`config.mk`:
```
export PLATFORM = sky130hd
export DESIGN_NAME = svpwm_dwell_time_calc_unit_flat
export DESIGN_NICKNAME = d
export VERILOG_FILES = /design/src/hdl/dwt_pkg.sv /design/src/hdl/dwt_in_if.sv /design/src/hdl/dwt_out_if.sv /design/src/hdl/dwt_front.sv /design/src/hdl/dwt_fifo.sv /design/src/hdl/dwt_back.sv /design/src/hdl/svpwm_dwell_time_calc_unit.sv /design/src/flat_wrapper.sv
export SDC_FILE = /design/constraint.sdc
export NUM_CORES = 2
export LEC_CHECK = 0
export BUFFER_PORTS_ARGS = -buffer_cell sky130_fd_sc_hd__buf_2
export CAP_MARGIN = 25
export CORE_UTILIZATION = 59
export CTS_CLUSTER_SIZE = 12
export DETAILED_ROUTE_END_ITERATION = 6
export PLACE_DENSITY = 0.79
export SLEW_MARGIN = 20
export SYNTH_ARGS = -nofsm -noshare
export SYNTH_HDL_FRONTEND = slang
export SYNTH_HIERARCHICAL = 1
export SYNTH_SLANG_ARGS = --single-unit
```
`constraint.sdc`:
```
create_clock -name i_clk -period 6.75 [get_ports i_clk]
set_clock_uncertainty 0.05 [all_clocks]
set_input_delay 0.3375 -clock i_clk [delete_from_list [all_inputs] [get_ports i_clk]]
set_output_delay 0.3375 -clock i_clk [all_outputs]
set_load 0.05 [all_outputs]
```
`src/hdl/dwt_pkg.sv`:
```
// dwt_pkg: shared widths, register codes, reset values, types and the sine table
// for the svpwm dwell time calculator; used by every other file of the block
package dwt_pkg;

    localparam int PERIOD_W  = 14;
    localparam int MOD_W     = 15;
    localparam int DWELL_W   = 14;
    localparam int CFG_W     = 15;
    localparam int CFG_IDX_W = 2;
    localparam int SECTOR_W  = 3;
    localparam int ANGLE_W   = 9;
    localparam int EDGE_W    = 15;
    localparam int EDGE_N    = 8;
    localparam int SINE_W    = 15;
    localparam int SIDX_W    = 7;
    localparam int MT_W      = MOD_W + PERIOD_W;
    localparam int PROD_W    = MT_W + SINE_W;
    localparam int RND_SHIFT = 30;
    localparam int RAW_W     = PROD_W + 1 - RND_SHIFT;
    localparam int ACC_W     = 17;
    localparam int FIFO_DEPTH = 4;

    typedef enum logic [CFG_IDX_W-1:0] {
        CFG_PERIOD,
        CFG_MOD_INDEX,
        CFG_MIN_DWELL,
        CFG_MAX_DWELL
    } t_cfg_idx;

    localparam logic [PERIOD_W-1:0] PERIOD_RST    = 14'd3500;
    localparam logic [MOD_W-1:0]    MOD_INDEX_RST = 15'd22938;
    localparam logic [DWELL_W-1:0]  MIN_DWELL_RST = 14'd100;
    localparam logic [DWELL_W-1:0]  MAX_DWELL_RST = 14'd3000;

    typedef struct packed {
        logic [PERIOD_W-1:0] period;
        logic [MOD_W-1:0]    mod_index;
        logic [DWELL_W-1:0]  min_dwell;
        logic [DWELL_W-1:0]  max_dwell;
    } t_cfg;

    typedef struct packed {
        logic              even;
        logic              neg_a;
        logic [SIDX_W-1:0] idx_a;
        logic              neg_b;
        logic [SIDX_W-1:0] idx_b;
    } t_cls;

    typedef enum logic [2:0] {
        BK_IDLE,
        BK_MUL,
        BK_DWELL,
        BK_ZERO,
        BK_EDGE,
        BK_OUT
    } t_back_state;

    localparam logic [SINE_W-1:0] SINE_TAB [0:90] = '{
        15'd0,     15'd572,   15'd1144,  15'd1715,  15'd2286,
        15'd2856,  15'd3425,  15'd3993,  15'd4560,  15'd5126,
        15'd5690,  15'd6252,  15'd6813,  15'd7371,  15'd7927,
        15'd8481,  15'd9032,  15'd9580,  15'd10126, 15'd10668,
        15'd11207, 15'd11743, 15'd12275, 15'd12803, 15'd13328,
        15'd13848, 15'd14365, 15'd14876, 15'd15384, 15'd15886,
        15'd16384, 15'd16877, 15'd17364, 15'd17847, 15'd18324,
        15'd18795, 15'd19261, 15'd19720, 15'd20174, 15'd20622,
        15'd21063, 15'd21498, 15'd21926, 15'd22348, 15'd22763,
        15'd23170, 15'd23571, 15'd23965, 15'd24351, 15'd24730,
        15'd25102, 15'd25466, 15'd25822, 15'd26170, 15'd26510,
        15'd26842, 15'd27166, 15'd27482, 15'd27789, 15'd28088,
        15'd28378, 15'd28660, 15'd28932, 15'd29197, 15'd29452,
        15'd29698, 15'd29935, 15'd30163, 15'd30382, 15'd30592,
        15'd30792, 15'd30983, 15'd31164, 15'd31336, 15'd31499,
        15'd31651, 15'd31795, 15'd31928, 15'd32052, 15'd32166,
        15'd32270, 15'd32365, 15'd32449, 15'd32524, 15'd32588,
        15'd32643, 15'd32688, 15'd32723, 15'd32748, 15'd32763,
        15'd32767
    };

endpackage

```
`src/hdl/dwt_in_if.sv`:
```
// dwt_in_if: input channel of the dwell time calculator (sector and angle)
// depends on dwt_pkg for field widths
interface dwt_in_if;
    logic                          valid;
    logic                          ready;
    logic [dwt_pkg::SECTOR_W-1:0]  sector;
    logic [dwt_pkg::ANGLE_W-1:0]   angle;

    modport source (output valid, output sector, output angle, input ready);
    modport sink   (input valid, input sector, input angle, output ready);
endinterface

```
`src/hdl/dwt_out_if.sv`:
```
// dwt_out_if: result channel of the dwell time calculator (edge_one to edge_eight and flags)
// depends on dwt_pkg for field widths
interface dwt_out_if;
    logic                        valid;
    logic                        ready;
    logic [dwt_pkg::EDGE_W-1:0]  edge_one;
    logic [dwt_pkg::EDGE_W-1:0]  edge_two;
    logic [dwt_pkg::EDGE_W-1:0]  edge_three;
    logic [dwt_pkg::EDGE_W-1:0]  edge_four;
    logic [dwt_pkg::EDGE_W-1:0]  edge_five;
    logic [dwt_pkg::EDGE_W-1:0]  edge_six;
    logic [dwt_pkg::EDGE_W-1:0]  edge_seven;
    logic [dwt_pkg::EDGE_W-1:0]  edge_eight;
    logic                        even_sector;
    logic                        overmodulated;

    modport source (
        output valid, output edge_one, output edge_two, output edge_three,
        output edge_four, output edge_five, output edge_six, output edge_seven,
        output edge_eight, output even_sector, output overmodulated, input ready
    );
    modport sink (
        input valid, input edge_one, input edge_two, input edge_three,
        input edge_four, input edge_five, input edge_six, input edge_seven,
        input edge_eight, input even_sector, input overmodulated, output ready
    );
endinterface

```
`src/hdl/dwt_front.sv`:
```
// dwt_front: input stage, angle reduction and quadrant folding for both sine lookups
// depends on dwt_pkg and dwt_in_if; feeds the classified item queue
module dwt_front #(
    parameter int SINE_ENTRIES = 360
) (
    input  logic            i_clk,
    input  logic            i_rst_n,
    dwt_in_if.sink          i_in,
    input  logic            i_full,
    output logic            o_push,
    output dwt_pkg::t_cls   o_cls
);

    localparam int ANGLE_MAX = (1 << dwt_pkg::ANGLE_W) - 1;
    localparam int NSUB      = ANGLE_MAX / SINE_ENTRIES;
    localparam int RW        = dwt_pkg::ANGLE_W + 2;
    localparam logic [RW-1:0] SE_C     = RW'(SINE_ENTRIES);
    localparam logic [RW-1:0] DEG_360  = RW'(360);
    localparam logic [RW-1:0] DEG_420  = RW'(420);

    logic                             r_valid;
    logic [dwt_pkg::SECTOR_W-1:0]     r_sector;
    logic [dwt_pkg::ANGLE_W-1:0]      r_angle;
    logic [RW-1:0]                    w_red;
    logic [RW-1:0]                    w_comp;
    logic [dwt_pkg::ANGLE_W-1:0]      deg;
    logic [dwt_pkg::ANGLE_W-1:0]      comp;
    logic                             accept;

    function automatic logic [dwt_pkg::SIDX_W:0] fold(input logic [dwt_pkg::ANGLE_W-1:0] d);
        logic                         neg;
        logic [dwt_pkg::ANGLE_W-1:0]  m;
        neg = 1'b0;
        m   = d;
        priority if (d <= 9'd90) begin
            neg = 1'b0;
            m   = d;
        end else if (d <= 9'd180) begin
            neg = 1'b0;
            m   = 9'd180 - d;
        end else if (d <= 9'd270) begin
            neg = 1'b1;
            m   = d - 9'd180;
        end else begin
            neg = 1'b1;
            m   = 9'd360 - d;
        end
        return {neg, m[dwt_pkg::SIDX_W-1:0]};
    endfunction

    assign accept      = i_in.valid && i_in.ready;
    assign i_in.ready  = !r_valid || !i_full;
    assign o_push      = r_valid && !i_full;

    always_ff @(posedge i_clk) begin
        if (!i_rst_n) begin
            r_valid <= 1'b0;
        end else if (accept) begin
            r_valid <= 1'b1;
        end else if (o_push) begin
            r_valid <= 1'b0;
        end
    end

    always_ff @(posedge i_clk) begin
        if (accept) begin
            r_sector <= i_in.sector;
            r_angle  <= i_in.angle;
        end
    end

    // angle mod table length, then mod 360, then the complementary angle
    always_comb begin
        w_red = RW'(r_angle);
        for (int k = 0; k < NSUB; k++) begin
            if (w_red >= SE_C) begin
                w_red = w_red - SE_C;
            end
        end
        if (w_red >= DEG_360) begin
            w_red = w_red - DEG_360;
        end
        deg    = w_red[dwt_pkg::ANGLE_W-1:0];
        w_comp = DEG_420 - RW'(deg);
        if (w_comp >= DEG_360) begin
            w_comp = w_comp - DEG_360;
        end
        comp = w_comp[dwt_pkg::ANGLE_W-1:0];
    end

    always_comb begin
        o_cls                       = '0;
        o_cls.even                  = !r_sector[0];
        {o_cls.neg_b, o_cls.idx_b}  = fold(deg);
        {o_cls.neg_a, o_cls.idx_a}  = fold(comp);
    end

endmodule

```
`src/hdl/dwt_fifo.sv`:
```
// dwt_fifo: short queue of classified items between the front and back parts
// depends on dwt_pkg for the item type and depth
module dwt_fifo (
    input  logic            i_clk,
    input  logic            i_rst_n,
    input  logic            i_push,
    input  dwt_pkg::t_cls   i_data,
    output logic            o_full,
    input  logic            i_pop,
    output dwt_pkg::t_cls   o_data,
    output logic            o_empty
);

    localparam int PTR_W = $clog2(dwt_pkg::FIFO_DEPTH);
    localparam int CNT_W = $clog2(dwt_pkg::FIFO_DEPTH + 1);

    dwt_pkg::t_cls    r_mem [dwt_pkg::FIFO_DEPTH];
    logic [PTR_W-1:0] r_wr;
    logic [PTR_W-1:0] r_rd;
    logic [CNT_W-1:0] r_cnt;
    logic             do_push;
    logic             do_pop;

    assign o_full  = (r_cnt == CNT_W'(dwt_pkg::FIFO_DEPTH));
    assign o_empty = (r_cnt == '0);
    assign do_push = i_push && !o_full;
    assign do_pop  = i_pop && !o_empty;
    assign o_data  = r_mem[r_rd];

    always_ff @(posedge i_clk) begin
        if (do_push) begin
            r_mem[r_wr] <= i_data;
        end
    end

    always_ff @(posedge i_clk) begin
        if (!i_rst_n) begin
            r_wr  <= '0;
            r_rd  <= '0;
            r_cnt <= '0;
        end else begin
            if (do_push) begin
                r_wr <= r_wr + 1'b1;
            end
            if (do_pop) begin
                r_rd <= r_rd + 1'b1;
            end
            if (do_push && !do_pop) begin
                r_cnt <= r_cnt + 1'b1;
            end else if (do_pop && !do_push) begin
                r_cnt <= r_cnt - 1'b1;
            end
        end
    end

endmodule

```
`src/hdl/dwt_back.sv`:
```
// dwt_back: sequencer that turns a queued item into dwell times, zero time and edges
// depends on dwt_pkg (sine table, types) and dwt_out_if; holds the result register
module dwt_back #(
    parameter int TIME_WIDTH = 15
) (
    input  logic            i_clk,
    input  logic            i_rst_n,
    input  dwt_pkg::t_cfg   i_cfg,
    input  logic            i_empty,
    input  dwt_pkg::t_cls   i_cls,
    output logic            o_pop,
    dwt_out_if.source       o_out
);

    localparam int ACC_W  = dwt_pkg::ACC_W;
    localparam int EW     = dwt_pkg::EDGE_W;
    localparam int DW     = dwt_pkg::DWELL_W;
    localparam int IDX_W  = $clog2(dwt_pkg::EDGE_N);
    localparam logic [ACC_W-1:0] EDGE_MAX = ACC_W'((1 << TIME_WIDTH) - 1);
    localparam logic [dwt_pkg::PROD_W:0] ROUND_C = (dwt_pkg::PROD_W + 1)'(1) <<
                                                   (dwt_pkg::RND_SHIFT - 1);

    dwt_pkg::t_back_state          r_state;
    dwt_pkg::t_back_state          n_state;
    logic [dwt_pkg::MT_W-1:0]      r_mt;
    logic [dwt_pkg::SINE_W-1:0]    r_sa;
    logic [dwt_pkg::SINE_W-1:0]    r_sb;
    logic [dwt_pkg::PROD_W-1:0]    r_pa;
    logic [dwt_pkg::PROD_W-1:0]    r_pb;
    logic                          r_even;
    logic [DW-1:0]                 r_ta;
    logic [DW-1:0]                 r_tb;
    logic [DW-1:0]                 r_t0;
    logic                          r_over;
    logic [ACC_W-1:0]              r_acc;
    logic [IDX_W-1:0]              r_idx;
    logic [EW-1:0]                 r_edge [dwt_pkg::EDGE_N];
    logic                          r_ovalid;
    logic [EW-1:0]                 r_oedge [dwt_pkg::EDGE_N];
    logic                          r_oeven;
    logic                          r_oover;
    logic                          load_out;
    logic                          out_free;
    logic [DW-1:0]                 da;
    logic [DW-1:0]                 db;
    logic [DW:0]                   tsum;
    logic                          over;
    logic [DW:0]                   t0_full;
    logic [ACC_W-1:0]              addend;
    logic [ACC_W-1:0]              acc_n;
    logic [ACC_W-1:0]              acc_sat;

    function automatic logic [DW-1:0] to_dwell(
        input logic [dwt_pkg::PROD_W-1:0] p,
        input logic [DW-1:0]              lo,
        input logic [DW-1:0]              hi
    );
        logic [dwt_pkg::PROD_W:0]    s;
        logic [dwt_pkg::RAW_W-1:0]   raw;
        s   = (dwt_pkg::PROD_W + 1)'(p) + ROUND_C;
        raw = s[dwt_pkg::PROD_W:dwt_pkg::RND_SHIFT];
        if (raw < dwt_pkg::RAW_W'(lo)) begin
            raw = dwt_pkg::RAW_W'(lo);
        end
        if (raw > dwt_pkg::RAW_W'(hi)) begin
            raw = dwt_pkg::RAW_W'(hi);
        end
        return raw[DW-1:0];
    endfunction

    assign out_free = !r_ovalid || o_out.ready;

    always_ff @(posedge i_clk) begin
        if (!i_rst_n) begin
            r_state <= dwt_pkg::BK_IDLE;
        end else begin
            r_state <= n_state;
        end
    end

    always_comb begin
        n_state  = r_state;
        o_pop    = 1'b0;
        load_out = 1'b0;
        unique case (r_state)
            dwt_pkg::BK_IDLE: begin
                if (!i_empty) begin
                    o_pop   = 1'b1;
                    n_state = dwt_pkg::BK_MUL;
                end
            end
            dwt_pkg::BK_MUL:   n_state = dwt_pkg::BK_DWELL;
            dwt_pkg::BK_DWELL: n_state = dwt_pkg::BK_ZERO;
            dwt_pkg::BK_ZERO:  n_state = dwt_pkg::BK_EDGE;
            dwt_pkg::BK_EDGE: begin
                if (r_idx == IDX_W'(dwt_pkg::EDGE_N - 1)) begin
                    n_state = dwt_pkg::BK_OUT;
                end
            end
            dwt_pkg::BK_OUT: begin
                if (out_free) begin
                    load_out = 1'b1;
                    n_state  = dwt_pkg::BK_IDLE;
                end
            end
            default: n_state = dwt_pkg::BK_IDLE;
        endcase
    end

    // dwell clamp and zero time
    always_comb begin
        da      = to_dwell(r_pa, i_cfg.min_dwell, i_cfg.max_dwell);
        db      = to_dwell(r_pb, i_cfg.min_dwell, i_cfg.max_dwell);
        tsum    = (DW + 1)'(r_ta) + (DW + 1)'(r_tb);
        over    = tsum > (DW + 1)'(i_cfg.period);
        t0_full = (DW + 1)'(i_cfg.period) - tsum;
    end

    // quarter and half fractions in edge order
    always_comb begin
        unique case (r_idx)
            3'd0:    addend = ACC_W'(r_ta >> 2);
            3'd4:    addend = ACC_W'(r_ta >> 1);
            3'd2,
            3'd6:    addend = ACC_W'(r_t0 >> 1);
            default: addend = ACC_W'(r_tb >> 2);
        endcase
        acc_n   = r_acc + addend;
        acc_sat = (acc_n > EDGE_MAX) ? EDGE_MAX : acc_n;
    end

    always_ff @(posedge i_clk) begin
        r_mt <= dwt_pkg::MT_W'(i_cfg.mod_index) * dwt_pkg::MT_W'(i_cfg.period);
        unique case (r_state)
            dwt_pkg::BK_IDLE: begin
                r_sa   <= i_cls.neg_a ? '0 : dwt_pkg::SINE_TAB[i_cls.idx_a];
                r_sb   <= i_cls.neg_b ? '0 : dwt_pkg::SINE_TAB[i_cls.idx_b];
                r_even <= i_cls.even;
            end
            dwt_pkg::BK_MUL: begin
                r_pa <= dwt_pkg::PROD_W'(r_mt) * dwt_pkg::PROD_W'(r_sa);
                r_pb <= dwt_pkg::PROD_W'(r_mt) * dwt_pkg::PROD_W'(r_sb);
            end
            dwt_pkg::BK_DWELL: begin
                r_ta <= r_even ? db : da;
                r_tb <= r_even ? da : db;
            end
            dwt_pkg::BK_ZERO: begin
                r_t0   <= over ? '0 : t0_full[DW-1:0];
                r_over <= over;
                r_acc  <= '0;
                r_idx  <= '0;
            end
            dwt_pkg::BK_EDGE: begin
                r_acc         <= acc_n;
                r_edge[r_idx] <= acc_sat[EW-1:0];
                r_idx         <= r_idx + 1'b1;
            end
            default: begin
            end
        endcase
        if (load_out) begin
            r_oedge <= r_edge;
            r_oeven <= r_even;
            r_oover <= r_over;
        end
    end

    always_ff @(posedge i_clk) begin
        if (!i_rst_n) begin
            r_ovalid <= 1'b0;
        end else if (load_out) begin
            r_ovalid <= 1'b1;
        end else if (o_out.ready) begin
            r_ovalid <= 1'b0;
        end
    end

    assign o_out.valid         = r_ovalid;
    assign o_out.edge_one      = r_oedge[0];
    assign o_out.edge_two      = r_oedge[1];
    assign o_out.edge_three    = r_oedge[2];
    assign o_out.edge_four     = r_oedge[3];
    assign o_out.edge_five     = r_oedge[4];
    assign o_out.edge_six      = r_oedge[5];
    assign o_out.edge_seven    = r_oedge[6];
    assign o_out.edge_eight    = r_oedge[7];
    assign o_out.even_sector   = r_oeven;
    assign o_out.overmodulated = r_oover;

endmodule

```
`src/hdl/svpwm_dwell_time_calc_unit.sv`:
```
// svpwm_dwell_time_calc_unit: top level, configuration registers, front, queue, back
// an input passes the front register, the queue, then back states IDLE, MUL, DWELL, ZERO, EDGE, OUT
// the back sequencer works on one item at a time, accumulating its edges in order, and pops the next
// only from idle; the front keeps taking transfers into a 4-entry queue while the back is busy
// reset: queue and result register empty, registers at 3500, 22938, 100, 3000
// depends on dwt_pkg, dwt_in_if, dwt_out_if, dwt_front, dwt_fifo, dwt_back
module svpwm_dwell_time_calc_unit #(
    parameter int TIME_WIDTH   = 15,
    parameter int SINE_ENTRIES = 360
) (
    input  logic                            i_clk,
    input  logic                            i_rst_n,
    input  logic                            i_cfg_we,
    input  logic [dwt_pkg::CFG_IDX_W-1:0]   i_cfg_idx,
    input  logic [dwt_pkg::CFG_W-1:0]       i_cfg_data,
    dwt_in_if.sink                          i_in,
    dwt_out_if.source                       o_out
);

    dwt_pkg::t_cfg  r_cfg;
    dwt_pkg::t_cls  front_cls;
    dwt_pkg::t_cls  fifo_cls;
    logic           push;
    logic           pop;
    logic           full;
    logic           empty;

    always_ff @(posedge i_clk) begin
        if (!i_rst_n) begin
            r_cfg.period    <= dwt_pkg::PERIOD_RST;
            r_cfg.mod_index <= dwt_pkg::MOD_INDEX_RST;
            r_cfg.min_dwell <= dwt_pkg::MIN_DWELL_RST;
            r_cfg.max_dwell <= dwt_pkg::MAX_DWELL_RST;
        end else if (i_cfg_we) begin
            unique case (dwt_pkg::t_cfg_idx'(i_cfg_idx))
                dwt_pkg::CFG_PERIOD:    r_cfg.period    <= i_cfg_data[dwt_pkg::PERIOD_W-1:0];
                dwt_pkg::CFG_MOD_INDEX: r_cfg.mod_index <= i_cfg_data[dwt_pkg::MOD_W-1:0];
                dwt_pkg::CFG_MIN_DWELL: r_cfg.min_dwell <= i_cfg_data[dwt_pkg::DWELL_W-1:0];
                dwt_pkg::CFG_MAX_DWELL: r_cfg.max_dwell <= i_cfg_data[dwt_pkg::DWELL_W-1:0];
                default: begin
                end
            endcase
        end
    end

    dwt_front #(
        .SINE_ENTRIES (SINE_ENTRIES)
    ) u_front (
        .i_clk   (i_clk),
        .i_rst_n (i_rst_n),
        .i_in    (i_in),
        .i_full  (full),
        .o_push  (push),
        .o_cls   (front_cls)
    );

    dwt_fifo u_fifo (
        .i_clk   (i_clk),
        .i_rst_n (i_rst_n),
        .i_push  (push),
        .i_data  (front_cls),
        .o_full  (full),
        .i_pop   (pop),
        .o_data  (fifo_cls),
        .o_empty (empty)
    );

    dwt_back #(
        .TIME_WIDTH (TIME_WIDTH)
    ) u_back (
        .i_clk   (i_clk),
        .i_rst_n (i_rst_n),
        .i_cfg   (r_cfg),
        .i_empty (empty),
        .i_cls   (fifo_cls),
        .o_pop   (pop),
        .o_out   (o_out)
    );

endmodule

```
`src/flat_wrapper.sv`:
```
// flat-port wrapper written by rule: the top's interface ports become plain ports
module svpwm_dwell_time_calc_unit_flat 
#(
    parameter int TIME_WIDTH   = 15,
    parameter int SINE_ENTRIES = 360
)
  (i_clk, i_rst_n, i_cfg_we, i_cfg_idx, i_cfg_data, i_in_valid, i_in_sector, i_in_angle, i_in_ready, o_out_valid, o_out_edge_one, o_out_edge_two, o_out_edge_three, o_out_edge_four, o_out_edge_five, o_out_edge_six, o_out_edge_seven, o_out_edge_eight, o_out_even_sector, o_out_overmodulated, o_out_ready);
  dwt_in_if i_in_i ();
  dwt_out_if o_out_i ();
  input  logic i_clk;
  input  logic i_rst_n;
  input  logic i_cfg_we;
  input  logic [dwt_pkg::CFG_IDX_W-1:0] i_cfg_idx;
  input  logic [dwt_pkg::CFG_W-1:0] i_cfg_data;
  input wire logic [$bits(i_in_i.valid)-1:0] i_in_valid;
  input wire logic [$bits(i_in_i.sector)-1:0] i_in_sector;
  input wire logic [$bits(i_in_i.angle)-1:0] i_in_angle;
  output wire logic [$bits(i_in_i.ready)-1:0] i_in_ready;
  output wire logic [$bits(o_out_i.valid)-1:0] o_out_valid;
  output wire logic [$bits(o_out_i.edge_one)-1:0] o_out_edge_one;
  output wire logic [$bits(o_out_i.edge_two)-1:0] o_out_edge_two;
  output wire logic [$bits(o_out_i.edge_three)-1:0] o_out_edge_three;
  output wire logic [$bits(o_out_i.edge_four)-1:0] o_out_edge_four;
  output wire logic [$bits(o_out_i.edge_five)-1:0] o_out_edge_five;
  output wire logic [$bits(o_out_i.edge_six)-1:0] o_out_edge_six;
  output wire logic [$bits(o_out_i.edge_seven)-1:0] o_out_edge_seven;
  output wire logic [$bits(o_out_i.edge_eight)-1:0] o_out_edge_eight;
  output wire logic [$bits(o_out_i.even_sector)-1:0] o_out_even_sector;
  output wire logic [$bits(o_out_i.overmodulated)-1:0] o_out_overmodulated;
  input wire logic [$bits(o_out_i.ready)-1:0] o_out_ready;
  assign i_in_i.valid = i_in_valid;
  assign i_in_i.sector = i_in_sector;
  assign i_in_i.angle = i_in_angle;
  assign i_in_ready = i_in_i.ready;
  assign o_out_valid = o_out_i.valid;
  assign o_out_edge_one = o_out_i.edge_one;
  assign o_out_edge_two = o_out_i.edge_two;
  assign o_out_edge_three = o_out_i.edge_three;
  assign o_out_edge_four = o_out_i.edge_four;
  assign o_out_edge_five = o_out_i.edge_five;
  assign o_out_edge_six = o_out_i.edge_six;
  assign o_out_edge_seven = o_out_i.edge_seven;
  assign o_out_edge_eight = o_out_i.edge_eight;
  assign o_out_even_sector = o_out_i.even_sector;
  assign o_out_overmodulated = o_out_i.overmodulated;
  assign o_out_i.ready = o_out_ready;
  svpwm_dwell_time_calc_unit #(.TIME_WIDTH(TIME_WIDTH), .SINE_ENTRIES(SINE_ENTRIES)) u_core (.i_clk(i_clk), .i_rst_n(i_rst_n), .i_cfg_we(i_cfg_we), .i_cfg_idx(i_cfg_idx), .i_cfg_data(i_cfg_data), .i_in(i_in_i), .o_out(o_out_i));
endmodule
```
==> impl_metrics.xml <==
<?xml version="1.0" encoding="UTF-8"?>
<metrics>
  <group name="run_status">
    <metric name="outcome" unit="">complete, no violations</metric>
  </group>
  <group name="setup_path">
    <metric name="r2r_slack" unit="ps">210</metric>
    <metric name="reg2reg_to" unit="">u_core/u_back/r_pb[43]</metric>
    <metric name="critical_path_buf_inv_count" unit="">7</metric>
    <metric name="cp_cell_sequence" unit="">buf_4 -&gt; and2_1 -&gt; fa_1 -&gt; inv_1 -&gt; fa_1 -&gt; inv_1 -&gt; fa_1 -&gt; fa_1 -&gt; fa_1 -&gt; inv_1 -&gt; fa_1 -&gt; inv_1 -&gt; ha_1 -&gt; nand4_1 -&gt; or3_1 -&gt; a21oi_2 -&gt; a31oi_4 -&gt; buf_6 -&gt; o21ai_4 -&gt; a21oi_1 -&gt; buf_4 -&gt; or2_2 -&gt; a31oi_2 -&gt; xnor2_1</metric>
    <metric name="worstSetupPathType" unit="">flip-flop to flip-flop</metric>
    <metric name="cp_slowest_cell" unit="">sky130_fd_sc_hd__fa_1</metric>
    <metric name="regToRegStartpoint" unit="">u_core/u_back/r_sb[0]</metric>
    <metric name="critical_path.max_fanout" unit="">6</metric>
    <metric name="most_used_cell_along_the_critical_path" unit="">sky130_fd_sc_hd__fa_1</metric>
    <metric name="critical_path_arrival" unit="ps">6870</metric>
    <metric name="path_delay_family" unit="">adder cells</metric>
    <metric name="worst-endpoint-required" unit="ps">7080</metric>
    <metric name="startpoint_type" unit="">flip-flop</metric>
    <metric name="timing.critical_path.slowest_cell_delay" unit="ps">530</metric>
    <metric name="worst_r2r_path_depth" unit="">24</metric>
    <metric name="setup.worst_path.end_class" unit="">flip-flop</metric>
  </group>
  <group name="layout">
    <metric name="nets" unit="">7613</metric>
    <metric name="flow.area_growth_from_synthesis" unit="%">8.96</metric>
    <metric name="fill_cells" unit="">7998</metric>
    <metric name="layout_commonest_cell" unit="">sky130_fd_sc_hd__inv_1</metric>
    <metric name="proportion_of_layout_cells_with_a_drive_suffix_above_1" unit="%">9.23</metric>
    <metric name="layout.core_utilization" unit="%">65.0</metric>
    <metric name="final_design_area_no_fill" unit="um^2">66400</metric>
    <metric name="top_library_cells_by_usage_in_the_layout_fill_and_taps_aside" unit="">sky130_fd_sc_hd__inv_1 (1,043), sky130_fd_sc_hd__fa_1 (852), sky130_fd_sc_hd__nand2_1 (776), sky130_fd_sc_hd__and2_1 (594), sky130_fd_sc_hd__ha_1 (451)</metric>
  </group>
  <group name="synth">
    <metric name="synth_top_family_by_area" unit="">adder cells</metric>
    <metric name="ys_warn_count" unit="">6</metric>
    <metric name="synth_simple_gate_area_share" unit="%">15.4</metric>
    <metric name="synth_cell_types" unit="">123</metric>
    <metric name="flip_flop_cell_with_the_highest_count_after_synthesis" unit="">sky130_fd_sc_hd__edfxtp_1</metric>
    <metric name="syn-cell-area" unit="um^2">61000</metric>
    <metric name="postSynth.asyncResetShare" unit="%">0</metric>
    <metric name="xor_xnor_cell_area_share_of_the_yosys_netlist" unit="%">2.20</metric>
    <metric name="synth_nets" unit="">7498</metric>
    <metric name="synth_compound_area_share" unit="%">8.60</metric>
    <metric name="ys_seq_area_share" unit="%">25.1</metric>
    <metric name="syn-mean-instance-area" unit="um^2">9.90</metric>
    <metric name="yosys_register_bits" unit="">543</metric>
    <metric name="synthesis.instances" unit="">6159</metric>
    <metric name="synth_fa_ha_area_share" unit="%">37.3</metric>
    <metric name="synthMuxAreaShare" unit="%">2.63</metric>
    <metric name="synth_enable_flop_cells" unit="">443</metric>
  </group>
  <group name="sta">
    <metric name="grt_setup_unrepaired" unit="">yes</metric>
    <metric name="post-route-min-period" unit="ps">6540</metric>
    <metric name="upper_clock_frequency_limit" unit="MHz">153</metric>
    <metric name="setup_viol" unit="">0</metric>
    <metric name="slew_viols_final" unit="">0</metric>
    <metric name="worst_slew_pin_slew" unit="ps">1090</metric>
    <metric name="max-slew-margin-rel" unit="%">27.0</metric>
    <metric name="final_min_period_over_clock_period" unit="%">96.9</metric>
    <metric name="hold_viol_final" unit="">0</metric>
  </group>
  <group name="floorplanning">
    <metric name="core_outline_area" unit="um^2">102000</metric>
    <metric name="floorplan.rows" unit="">117</metric>
    <metric name="die-width" unit="um">323</metric>
    <metric name="num_io_pins" unit="">158</metric>
    <metric name="design.die.area" unit="um^2">105000</metric>
    <metric name="floorplan.initialDensity" unit="%">59.7</metric>
    <metric name="dieHeight" unit="um">323</metric>
  </group>
  <group name="min_path">
    <metric name="min_from" unit="">i_cfg_data[9]</metric>
    <metric name="worst_hold_path.endpoint" unit="">u_core/r_cfg[52]</metric>
    <metric name="worst_hold_path_type" unit="">primary input to flip-flop</metric>
    <metric name="worstHoldPathCells" unit="">3</metric>
  </group>
  <group name="cts">
    <metric name="cts.clk_slew.worst_paths" unit="ps">60</metric>
    <metric name="clock_tree.htree_level_count" unit="">2</metric>
    <metric name="maximum_buffer_depth_of_the_clock_tree" unit="">3</metric>
    <metric name="cts_tree" unit="">done</metric>
    <metric name="clkLatencyLatePin" unit="ps">680</metric>
    <metric name="ctsRootBufferMaster" unit="">sky130_fd_sc_hd__clkbuf_16</metric>
    <metric name="tritoncts.num_buffers" unit="">58</metric>
    <metric name="clock-sinks" unit="">543</metric>
  </group>
  <group name="global_routing">
    <metric name="use_met1" unit="%">39.7</metric>
    <metric name="grt_antenna_before_repair" unit="">3</metric>
    <metric name="globalRouteOverflowTotal" unit="">0</metric>
    <metric name="first_global_vias" unit="">45926</metric>
    <metric name="grt_util_met3" unit="%">3.93</metric>
    <metric name="grt_max_degree" unit="">94</metric>
    <metric name="global_routing_usage_on_met2" unit="%">52.1</metric>
    <metric name="aggregate_global_route_resource_usage" unit="%">30.6</metric>
    <metric name="global_route_wire_length_before_repair" unit="mm">249</metric>
    <metric name="grt_busiest_layer" unit="">met2</metric>
  </group>
  <group name="routing">
    <metric name="route.detailed.vias_per_inst" unit="">5.82</metric>
    <metric name="routedWlPerCell" unit="um">20.3</metric>
    <metric name="route.vias.total" unit="">44738</metric>
    <metric name="drc" unit="">0</metric>
    <metric name="drt_pass1_iterations" unit="">5</metric>
    <metric name="drt_wl_total" unit="mm">156</metric>
    <metric name="initialDrtViolationCount" unit="">4020</metric>
    <metric name="route.antenna.remaining_nets" unit="">0</metric>
  </group>
  <group name="placed_design">
    <metric name="io_buffers" unit="">155</metric>
    <metric name="place_hpwl" unit="mm">117</metric>
    <metric name="place_congestion" unit="">0.921</metric>
    <metric name="dpl-instance-area" unit="um^2">64000</metric>
  </group>
  <group name="run">
    <metric name="cap_violations" unit="">0</metric>
  </group>
</metrics>
sequential cells by signal (all words and copies together), names as in the netlist, 15 cells and up, named ones only:
name,cells
u_core/u_back/o_out.edge_four,15
u_core/r_cfg,57
u_core/u_back/r_acc,17
u_core/u_back/o_out.edge_three,15
u_core/u_fifo/r_mem,68
u_core/u_back/o_out.edge_five,15
u_core/u_back/o_out.edge_two,15
u_core/u_back/r_sa,15
u_core/u_back/r_pb,15
u_core/u_back/r_edge,120
u_core/u_back/o_out.edge_six,15
u_core/u_back/r_sb,15
u_core/u_back/r_mt,29
u_core/u_back/o_out.edge_seven,15
u_core/u_back/o_out.edge_one,15
u_core/u_back/o_out.edge_eight,15
u_core/u_back/r_pa,15
synth_stat cells, types with 10 or more instances:
cell type | n | share of area (%)
sky130_fd_sc_hd__nand3_1 | 49 | 0.40
sky130_fd_sc_hd__o22ai_1 | 13 | 0.13
sky130_fd_sc_hd__clkbuf_1 | 280 | 1.7
sky130_fd_sc_hd__o21a_1 | 31 | 0.38
sky130_fd_sc_hd__o21bai_1 | 13 | 0.16
sky130_fd_sc_hd__a21oi_1 | 196 | 1.6
sky130_fd_sc_hd__edfxtp_1 | 443 | 22
sky130_fd_sc_hd__mux4_2 | 21 | 0.78
sky130_fd_sc_hd__o21ai_0 | 129 | 1.1
sky130_fd_sc_hd__xor2_1 | 45 | 0.65
sky130_fd_sc_hd__a311oi_1 | 18 | 0.26
sky130_fd_sc_hd__nand4_1 | 29 | 0.30
sky130_fd_sc_hd__a221oi_1 | 13 | 0.19
sky130_fd_sc_hd__fa_1 | 853 | 28
sky130_fd_sc_hd__nor2_1 | 190 | 1.2
sky130_fd_sc_hd__nand2_1 | 776 | 4.8
sky130_fd_sc_hd__nor3_1 | 48 | 0.39
sky130_fd_sc_hd__nor4_1 | 11 | 0.11
sky130_fd_sc_hd__a31oi_1 | 25 | 0.26
sky130_fd_sc_hd__o211ai_1 | 29 | 0.36
sky130_fd_sc_hd__a22oi_1 | 18 | 0.22
sky130_fd_sc_hd__inv_1 | 1043 | 6.4
sky130_fd_sc_hd__and2_1 | 594 | 6.1
sky130_fd_sc_hd__buf_4 | 11 | 0.14
sky130_fd_sc_hd__and3_1 | 16 | 0.16
sky130_fd_sc_hd__mux2i_1 | 83 | 1.4
sky130_fd_sc_hd__xnor2_1 | 104 | 1.5
sky130_fd_sc_hd__ha_1 | 452 | 9.3
sky130_fd_sc_hd__nor2b_1 | 64 | 0.66
sky130_fd_sc_hd__a2bb2oi_1 | 10 | 0.14
sky130_fd_sc_hd__o21ai_1 | 11 | 0.090
sky130_fd_sc_hd__o221ai_1 | 23 | 0.33
sky130_fd_sc_hd__a211oi_1 | 56 | 0.69
sky130_fd_sc_hd__buf_1 | 19 | 0.12
sky130_fd_sc_hd__o31ai_1 | 14 | 0.17
sky130_fd_sc_hd__nand2b_1 | 31 | 0.32
sky130_fd_sc_hd__dfxtp_1 | 100 | 3.3
sky130_fd_sc_hd__mux2_2 | 22 | 0.41
sky130_fd_sc_hd__a21o_1 | 53 | 0.65
sky130_fd_sc_hd__or3_1 | 11 | 0.11
how the worst max path moves through the flow:
stage	from	end	slack, ps	cells past startpoint
after floorplan	u_core/u_back/r_sa[9]	u_core/u_back/r_pa[42]	560	22
after global placement	u_core/u_back/r_sb[0]	u_core/u_back/r_pb[43]	-6	23
after detailed placement	u_core/u_back/r_sb[0]	u_core/u_back/r_pb[43]	-90	23
after CTS	u_core/u_back/r_sb[0]	u_core/u_back/r_pb[43]	-30	24
after global routing	u_core/u_back/r_sb[0]	u_core/u_back/r_pb[43]	-30	24
final	u_core/u_back/r_sb[0]	u_core/u_back/r_pb[43]	210	24
tightest hold or removal path, stage by stage:
cell                      delay, ps
sky130_fd_sc_hd__buf_2          130
sky130_fd_sc_hd__nand2_1        140
sky130_fd_sc_hd__mux2i_1         80
cells by family (layout without fill, tap and decap cells):
family | after synthesis | after routing
other | 0 | 1
AND/OR/NAND/NOR | 1881 | 1881
buffers and inverters | 1381 | 1540
AO/OA/AOI/OAI | 768 | 768
XOR/XNOR | 151 | 151
multiplexers | 130 | 130
adder cells (fa/ha/maj) | 1305 | 1305
flip-flops | 543 | 543
per-layer routing:
layer | vias up | wire length [um]
met2 | 1970 | 77700
met1 | 22395 | 60600
met4 | 2 | 6620
li1 | 20018 | -
met5 | - | 13
met3 | 353 | 11300
metrics by stage:
step	TNS, ps	setup WS (ps)	cells	hold slack, ps
floorplan	0	564	6159	350
global placement	-5.99	-5.99	7537	351
detailed placement	-236	-94.3	7537	355
CTS	-59.9	-29.0	7669	7.87
global route	-37.6	-25.6	7686	17.2
finish	0	207	7687	43.0
layout make-up:
cell class | count | area (um^2) | share of cell area [%]
Multi-Input combinational cell | 4235 | 40500 | 61.0
Sequential cell | 543 | 15300 | 23.0
Clock inverter | 20 | 248 | 0.373
Timing Repair Buffer | 385 | 3090 | 4.66
Tap cell | 1368 | 1710 | 2.58
Inverter | 1051 | 3950 | 5.94
Clock buffer | 84 | 1610 | 2.43
Antenna cell | 1 | 2.50 | 0.00377
repair_timing:
action / CTS / global route
gates resized for setup: 2 / 34
pin swaps: 0 / 10
endpoints found under the hold margin: 25 / 0
hold buffers: 23 / 0
setup buffers: 5 / 15
setup endpoints to repair: 7 / 31
Power is left out: the tool's default activity adds up to more than one toggle a clock period on the data nets, which glitch-free logic cannot reach.
